[src/mfp_pkg.sv]
package mfp_pkg;

    localparam int EXTRA_ENTRIES = 8;

    typedef enum logic {
        KIND_LINK = 1'b0,
        KIND_READ = 1'b1
    } kind_t;

    localparam logic [7:0]  START_BYTE = 8'hFD;
    localparam logic [15:0] CRC_SEED   = 16'hFFFF;

    localparam logic [8:0] POS_IDLE   = 9'd0;
    localparam logic [8:0] POS_LENGTH = 9'd1;
    localparam logic [8:0] POS_SYSTEM = 9'd5;
    localparam logic [8:0] POS_COMP   = 9'd6;
    localparam logic [8:0] POS_ID_LO  = 9'd7;
    localparam logic [8:0] POS_ID_MID = 9'd8;
    localparam logic [8:0] POS_ID_HI  = 9'd9;
    localparam logic [8:0] HDR_BYTES  = 9'd10;

    localparam logic [23:0] EXTRA_IDS [EXTRA_ENTRIES] = '{
        24'd0, 24'd22, 24'd23, 24'd76, 24'd77, 24'd283, 24'd284, 24'd285
    };
    localparam logic [7:0] EXTRA_VALS [EXTRA_ENTRIES] = '{
        8'd50, 8'd220, 8'd168, 8'd152, 8'd143, 8'd74, 8'd99, 8'd137
    };

    // CRC-16/MCRF4XX, one byte
    function automatic logic [15:0] crc_step(input logic [15:0] crc, input logic [7:0] b);
        logic [7:0] t;
        t = b ^ crc[7:0];
        t = t ^ {t[3:0], 4'b0000};
        return {8'h00, crc[15:8]} ^ {t, 8'h00} ^ {5'b00000, t, 3'b000}
               ^ {12'h000, t[7:4]};
    endfunction

    function automatic logic [7:0] extra_for(input logic [23:0] id);
        logic [7:0] v;
        v = 8'h00;
        for (int i = 0; i < EXTRA_ENTRIES; i++) begin
            if (EXTRA_IDS[i] == id) begin
                v = v | EXTRA_VALS[i];
            end
        end
        return v;
    endfunction

endpackage

[src/mfp_ram.sv]
module mfp_ram #(
    parameter int WIDTH = 8,
    parameter int DEPTH = 512
) (
    input  logic                     clk,
    input  logic                     we,
    input  logic [$clog2(DEPTH)-1:0] waddr,
    input  logic [WIDTH-1:0]         wdata,
    input  logic                     re,
    input  logic [$clog2(DEPTH)-1:0] raddr,
    output logic [WIDTH-1:0]         rdata
);

    logic [WIDTH-1:0] mem_reg [DEPTH];
    logic [WIDTH-1:0] rdata_reg;

    always_ff @(posedge clk)
    begin
        if (we)
        begin
            mem_reg[waddr] <= wdata;
        end
        if (re)
        begin
            rdata_reg <= mem_reg[raddr];
        end
    end

    assign rdata = rdata_reg;

endmodule

[src/mavlink2_frame_parser_top.sv]
// MAVLink v2 frame receiver. Each item is either a link byte (kind 0) or a
// read of the last delivered payload (kind 1); each item yields one result.
// A new item is taken every cycle while results are taken. The item register
// and the payload memory read register load at the edge that accepts an item;
// the output register loads from them when the output advances. A stalled
// output holds the input off after one item. The payload memory holds two
// banks: frames are received into one while the other serves reads, and a
// frame with a good CRC swaps them, so no copy is needed. Reads at or beyond
// the delivered length return 0.
module mavlink2_frame_parser_top #(
    parameter int PAYLOAD_DEPTH = 256
) (
    input  logic        clk,
    input  logic        rst_n,
    input  logic        in_valid,
    output logic        in_ready,
    input  logic        kind,
    input  logic [7:0]  data_byte,
    input  logic [7:0]  read_index,
    output logic        out_valid,
    input  logic        out_ready,
    output logic        frame_ok,
    output logic [23:0] message_id,
    output logic [7:0]  source_system,
    output logic [7:0]  source_component,
    output logic [7:0]  delivered_length,
    output logic [7:0]  read_data
);
    import mfp_pkg::*;

    localparam int AW = $clog2(PAYLOAD_DEPTH);
    localparam int RAM_DEPTH = 2 * PAYLOAD_DEPTH;

    logic [8:0]  pos_reg, pos_next;
    logic [7:0]  len_reg, len_next;
    logic [15:0] crc_reg, crc_next;
    logic [23:0] id_reg, id_next;
    logic [7:0]  sys_reg, sys_next;
    logic [7:0]  comp_reg, comp_next;
    logic [7:0]  crc_lo_reg, crc_lo_next;
    logic        bank_reg, bank_next;
    logic [23:0] hdr_id_reg, hdr_id_next;
    logic [7:0]  hdr_sys_reg, hdr_sys_next;
    logic [7:0]  hdr_comp_reg, hdr_comp_next;
    logic [7:0]  hdr_len_reg, hdr_len_next;

    logic        p1_valid_reg;
    logic        p1_ok_reg, p1_ok_next;
    logic        p1_rd_reg, p1_rd_next;

    logic        out_valid_reg;
    logic        out_ok_reg;
    logic [23:0] out_id_reg;
    logic [7:0]  out_sys_reg;
    logic [7:0]  out_comp_reg;
    logic [7:0]  out_len_reg;
    logic [7:0]  out_data_reg;

    logic        p1_adv;
    logic        accept;
    logic        we;
    logic        re;
    logic [AW:0] waddr;
    logic [AW:0] raddr;
    logic [7:0]  ram_q;
    logic [8:0]  pay_end;
    logic [8:0]  pay_off;
    logic [15:0] crc_upd;
    logic [15:0] crc_expect;

    assign p1_adv   = !out_valid_reg || out_ready;
    assign in_ready = !p1_valid_reg || p1_adv;
    assign accept   = in_valid && in_ready;

    assign pay_end    = HDR_BYTES + {1'b0, len_reg};
    assign pay_off    = pos_reg - HDR_BYTES;
    assign crc_upd    = crc_step(crc_reg, data_byte);
    assign crc_expect = crc_step(crc_reg, extra_for(id_reg));

    assign waddr = {!bank_reg, pay_off[AW-1:0]};
    assign raddr = {bank_reg, read_index[AW-1:0]};
    assign re    = accept && (kind_t'(kind) == KIND_READ);

    always_comb
    begin
        pos_next      = pos_reg;
        len_next      = len_reg;
        crc_next      = crc_reg;
        id_next       = id_reg;
        sys_next      = sys_reg;
        comp_next     = comp_reg;
        crc_lo_next   = crc_lo_reg;
        bank_next     = bank_reg;
        hdr_id_next   = hdr_id_reg;
        hdr_sys_next  = hdr_sys_reg;
        hdr_comp_next = hdr_comp_reg;
        hdr_len_next  = hdr_len_reg;
        p1_ok_next    = 1'b0;
        p1_rd_next    = 1'b0;
        we            = 1'b0;
        if (accept)
        begin
            case (kind_t'(kind))
                KIND_READ:
                begin
                    p1_rd_next = read_index < hdr_len_reg;
                end
                KIND_LINK:
                begin
                    if (pos_reg == POS_IDLE)
                    begin
                        if (data_byte == START_BYTE)
                        begin
                            crc_next = CRC_SEED;
                            pos_next = POS_LENGTH;
                        end
                    end
                    else if (pos_reg < HDR_BYTES)
                    begin
                        case (pos_reg)
                            POS_LENGTH: len_next = data_byte;
                            POS_SYSTEM: sys_next = data_byte;
                            POS_COMP:   comp_next = data_byte;
                            POS_ID_LO:  id_next[7:0] = data_byte;
                            POS_ID_MID: id_next[15:8] = data_byte;
                            POS_ID_HI:  id_next[23:16] = data_byte;
                            default:    ;
                        endcase
                        crc_next = crc_upd;
                        pos_next = pos_reg + 9'd1;
                    end
                    else if (pos_reg < pay_end)
                    begin
                        we       = 1'b1;
                        crc_next = crc_upd;
                        pos_next = pos_reg + 9'd1;
                    end
                    else if (pos_reg == pay_end)
                    begin
                        crc_lo_next = data_byte;
                        pos_next    = pos_reg + 9'd1;
                    end
                    else
                    begin
                        if (crc_expect == {data_byte, crc_lo_reg})
                        begin
                            p1_ok_next    = 1'b1;
                            hdr_id_next   = id_reg;
                            hdr_sys_next  = sys_reg;
                            hdr_comp_next = comp_reg;
                            hdr_len_next  = len_reg;
                            bank_next     = !bank_reg;
                        end
                        pos_next = POS_IDLE;
                        crc_next = CRC_SEED;
                    end
                end
                default: ;
            endcase
        end
    end

    always_ff @(posedge clk or negedge rst_n)
    begin
        if (!rst_n)
        begin
            pos_reg       <= POS_IDLE;
            len_reg       <= '0;
            crc_reg       <= CRC_SEED;
            id_reg        <= '0;
            sys_reg       <= '0;
            comp_reg      <= '0;
            crc_lo_reg    <= '0;
            bank_reg      <= 1'b0;
            hdr_id_reg    <= '0;
            hdr_sys_reg   <= '0;
            hdr_comp_reg  <= '0;
            hdr_len_reg   <= '0;
            p1_valid_reg  <= 1'b0;
            out_valid_reg <= 1'b0;
        end
        else
        begin
            pos_reg      <= pos_next;
            len_reg      <= len_next;
            crc_reg      <= crc_next;
            id_reg       <= id_next;
            sys_reg      <= sys_next;
            comp_reg     <= comp_next;
            crc_lo_reg   <= crc_lo_next;
            bank_reg     <= bank_next;
            hdr_id_reg   <= hdr_id_next;
            hdr_sys_reg  <= hdr_sys_next;
            hdr_comp_reg <= hdr_comp_next;
            hdr_len_reg  <= hdr_len_next;
            if (in_ready)
            begin
                p1_valid_reg <= in_valid;
            end
            if (p1_adv)
            begin
                out_valid_reg <= p1_valid_reg;
            end
        end
    end

    // item flags and result payload
    always_ff @(posedge clk)
    begin
        if (accept)
        begin
            p1_ok_reg <= p1_ok_next;
            p1_rd_reg <= p1_rd_next;
        end
        if (p1_adv && p1_valid_reg)
        begin
            out_ok_reg   <= p1_ok_reg;
            out_id_reg   <= hdr_id_reg;
            out_sys_reg  <= hdr_sys_reg;
            out_comp_reg <= hdr_comp_reg;
            out_len_reg  <= hdr_len_reg;
            out_data_reg <= p1_rd_reg ? ram_q : 8'h00;
        end
    end

    mfp_ram #(
        .WIDTH (8),
        .DEPTH (RAM_DEPTH)
    ) u_payload_ram (
        .clk   (clk),
        .we    (we),
        .waddr (waddr),
        .wdata (data_byte),
        .re    (re),
        .raddr (raddr),
        .rdata (ram_q)
    );

    assign out_valid        = out_valid_reg;
    assign frame_ok         = out_ok_reg;
    assign message_id       = out_id_reg;
    assign source_system    = out_sys_reg;
    assign source_component = out_comp_reg;
    assign delivered_length = out_len_reg;
    assign read_data        = out_data_reg;

endmodule
[config.mk]
export PLATFORM = sky130hd
export DESIGN_NAME = mavlink2_frame_parser_top
export DESIGN_NICKNAME = d
export VERILOG_FILES = /design/src/mfp_pkg.sv /design/src/mfp_ram.sv /design/src/mavlink2_frame_parser_top.sv
export SDC_FILE = /design/constraint.sdc
export NUM_CORES = 2
export LEC_CHECK = 0
export BUFFER_PORTS_ARGS = -buffer_cell sky130_fd_sc_hd__buf_2
export CAP_MARGIN = 20
export CORE_ASPECT_RATIO = 0.9
export CORE_UTILIZATION = 55
export CTS_CLUSTER_DIAMETER = 30
export DETAILED_ROUTE_END_ITERATION = 16
export GPL_ROUTABILITY_DRIVEN = 0
export PLACE_DENSITY = 0.73
export SLEW_MARGIN = 20
export SYNTH_ARGS = -nofsm -noshare
export SYNTH_HDL_FRONTEND = slang
export SYNTH_HIERARCHICAL = 1
export SYNTH_SLANG_ARGS = --single-unit
[constraint.sdc]
create_clock -name clk -period 3.8 [get_ports clk]
set_input_delay 0.95 -clock clk [delete_from_list [all_inputs] [get_ports clk]]
set_output_delay 0.95 -clock clk [all_outputs]
set_load 0.02 [all_outputs]
==> impl_metrics.env <==
export IMPL_r2r_start="bank_reg"
export IMPL_drcViolationCount=0
export IMPL_viasPerCell=6.52
export IMPL_synth_fa_ha_area_share_pct=0.171
export IMPL_fin_ws_ns=-0.0753
export IMPL_grtUsageTotal_pct=29.9
export IMPL_place_area_sq_um=183000
export IMPL_synthXorXnorAreaFrac_pct=0.328
export IMPL_place_hpwl_microns=279000
export IMPL_tritoncts="done"
export IMPL_yosysSeqAreaShare_pct=76.1
export IMPL_synth_cells=8673
export IMPL_hold_viol=0
export IMPL_netlist_cell_type_count=72
export IMPL_drv_cap=0
export IMPL_clkLatencyLatePin_ns=0.96
export IMPL_hold_depth=2
export IMPL_core_area_sq_um=305000
export IMPL_regToRegEndpoint="u_payload_ram/rdata[3]"
export IMPL_period_share_pct=102
export IMPL_cts_root_buf="clkbuf_16"
export IMPL_dieArea_sq_um=309000
export IMPL_yosys_top_cells_area="edfxtp_1 (74%), mux4_2 (8.7%), mux2i_1 (4.7%), o221ai_1 (1.9%), dfrtp_1 (1.7%)"
export IMPL_drive_gt1_share_pct=30.5
export IMPL_cp_start_kind="flop"
export IMPL_arrival_ns=4.68
export IMPL_regToRegSetupSlack_ns=-0.08
export IMPL_rows=192
export IMPL_status="finished with violations"
export IMPL_synth_compound_area_share_pct=4.39
export IMPL_grt_remaining_overflow=0
export IMPL_hold_end="p1_valid_reg"
export IMPL_finalMaxSlewViolations=0
export IMPL_syn_to_final_growth_pct=21.5
export IMPL_dp_slack_ns=-0.716
export IMPL_clock_skew_ns=0.0818
export IMPL_synth_flop_cell="edfxtp_1"
export IMPL_ir_drop_v=0.000655
export IMPL_synth_top_family_by_area="multiplexers"
export IMPL_reg2reg_depth=10
export IMPL_io_pins=80
export IMPL_cts_sinks=4295
export IMPL_synth_mux_area_share_pct=14.2
export IMPL_cts_buffers=624
export IMPL_yosysTopAreaCell="edfxtp_1"
export IMPL_setup_viol=13
export IMPL_antenna_left=0
export IMPL_failed_checks="negative setup slack"
export IMPL_synth_seq_cells=4295
export IMPL_fmax_mhz=258
export IMPL_crit_type="reg2reg"
export IMPL_total_power_mw=119
export IMPL_port_buffers=79
export IMPL_synth_area_sq_um=169000
export IMPL_wl_per_cell_microns=31.7
export IMPL_path_max_fanout=9
export IMPL_dr_pass1_iters=7
export IMPL_layout_min_cycle_time_ns=3.88
export IMPL_htree_levels=6
export IMPL_worstHoldPathType="in2reg"
export IMPL_initial_core_util_pct=55.4
export IMPL_worstPathRequired_ns=4.61
export IMPL_synth_warnings=6
export IMPL_grt_pass1_wl_microns=670000
export IMPL_final_net_count=10200
export IMPL_worstMarginPinSlew_ns=1.36
export IMPL_via_count=96100
export IMPL_crit_path_end_kind="flop"
export IMPL_clock_path_buffers=4
export IMPL_maxSlewHeadroom_pct=9.29
export IMPL_async_reset_ff_share_pct=3.07
export IMPL_grt_pass1_vias=97100
export IMPL_antenna_found_initial=16
export IMPL_synth_area_per_cell_sq_um=19.4
export IMPL_drtIter0Drc=13500
export IMPL_grt_max_degree=191
export IMPL_floorplan_die_height_microns=527
export IMPL_synth_nets=8717
export IMPL_yosysTopAreaCellShare_pct=74.1
export IMPL_clkSlewWorstSetupHoldPaths_ns=0.06
export IMPL_yosys_area_share_simple_pct=3.00
export IMPL_largest_reg_flops=4096
export IMPL_worstHoldStart="in_valid"
export IMPL_die_w_microns=586
export IMPL_totalWireLength_microns=467000
export IMPL_p_leak_nw=70.2
export IMPL_final_cell_area_sq_um=205000
export IMPL_powerDensity_nw_per_um2=579
export IMPL_synth_edf_count=4163
[report_power, final]
| group | switching [mW] | total, mW | internal [mW] |
|---|---|---|---|
| logic | 4.83 | 7.51 | 2.68 |
| registers | 0.248 | 52.6 | 52.3 |
| clock network | 22.1 | 58.4 | 36.4 |
[layout by cell type, fill, tap and decap left out, types with 42 or more instances in the layout]
master / synthesis / routed
a21oi_1: 203 / 203
a22oi_1: 61 / 61
buf_12: 5 / 154
buf_2: 60 / 66
buf_4: 71 / 1121
bufinv_16: 0 / 76
clkbuf_1: 280 / 57
clkbuf_16: 0 / 642
clkinv_1: 0 / 59
clkinv_2: 0 / 74
clkinv_4: 0 / 56
clkinvlp_4: 0 / 60
dfrtp_1: 116 / 116
edfxtp_1: 4163 / 4163
inv_6: 0 / 72
mux2_2: 93 / 93
mux2i_1: 800 / 799
mux4_2: 654 / 654
nand2_1: 138 / 107
nand3_1: 46 / 42
nor2_1: 618 / 593
nor3_1: 121 / 117
nor4_1: 46 / 45
o21ai_0: 136 / 132
o221ai_1: 371 / 371
o22ai_1: 163 / 163
[logic make-up (layout without fill, tap and decap cells)]
group                    count (synthesis)  after routing
adder cells (fa/ha/maj)                 23             23
AO/OA/AOI/OAI                         1051           1051
AND/OR/NAND/NOR                       1128           1128
flip-flops                            4295           4295
multiplexers                          1557           1557
buffers and inverters                  559           2536
XOR/XNOR                                60             60
other                                    0             10
[how the worst max path moves through the flow]
stage	startpoint	endpoint	slack [ns]
global route	id_reg[17]	hdr_id_reg[4]	-0.17
detailed placement	read_index[0]	u_payload_ram/rdata[3]	-0.72
global placement	read_index[0]	u_payload_ram/rdata[3]	-0.73
floorplan	data_byte[0]	hdr_id_reg[4]	0.08
finish	bank_reg	u_payload_ram/rdata[3]	-0.08
CTS	len_reg[1]	u_payload_ram/mem_reg[144][2]	0.001
[stage by stage]
step / instances / utilization [%] / hold slack [ns] / TNS (ns)
floorplan: 8673 / - / 0.400 / 0
global placement: 13600 / 60.0 / 0.429 / -37.38
CTS: 14700 / 67.1 / 0.223 / 0
finish: 14700 / 67.3 / 0.282 / -0.163
detailed placement: 13600 / 60.0 / 0.431 / -15.30
global route: 14700 / 67.3 / 0.265 / -5.74
[cell type report]
class,instances,area (sq um)
Clock buffer,694,16100
Fill cell,18600,99700
Tap cell,4074,5100
Sequential cell,4295,128000
Timing Repair Buffer,1372,12300
Antenna cell,10,25.0
Multi-Input combinational cell,3819,37600
Inverter,26,105
Clock inverter,444,5260
[metal layers]
metal  share of wire (%)  track usage [%]  vias to the layer above
met5               0.018                0                        -
met3                  12             7.47                     1238
met4                 5.4             13.8                       10
li1                    -                -                    38900
met2                  47             46.4                     6707
met1                  36             40.2                    49200
[worst max-delay path, stage by stage, from the launching register on]
cell and delay, ns:
dfrtp_1 0.61, nor3b_1 0.30, nand3_1 0.21, buf_4 0.19, a21oi_1 0.10, buf_4 0.18
nor4_1 0.91, nand4_1 0.45, nor4_1 0.44, buf_4 0.17, o2111a_1 0.18
[cells in the mapped netlist, types with 13 or more instances]
cell type and n:
mux2i_1 800, ha_1 23, inv_1 25, and2_1 31, nand2_1 138, edfxtp_1 4163, dfstp_2 16, o21ai_0 136
nor3_1 121, nor4_1 46, xor2_1 25, o31ai_1 13, nor2b_1 16, o221ai_1 371, buf_6 65, o22ai_1 163
nand3_1 46, a211oi_1 19, nor2_1 618, mux2_2 93, nand4_1 41, a22oi_1 61, a2bb2oi_1 16, clkbuf_1 280
buf_2 60, buf_4 71, xnor2_1 33, dfrtp_1 116, a21oi_1 203, mux4_2 654, buf_1 41
[timing repair]
item / in CTS / in global routing
cloned: 1 / 7
pin swaps: 0 / 8
hold endpoints to repair: 21 / 0
setup buffers: 0 / 8
gates resized for setup: 15 / 72
endpoints found under the setup margin: 579 / 3982
hold buffers: 1 / 0
No activity file was read; power rests on OpenSTA's default activity.
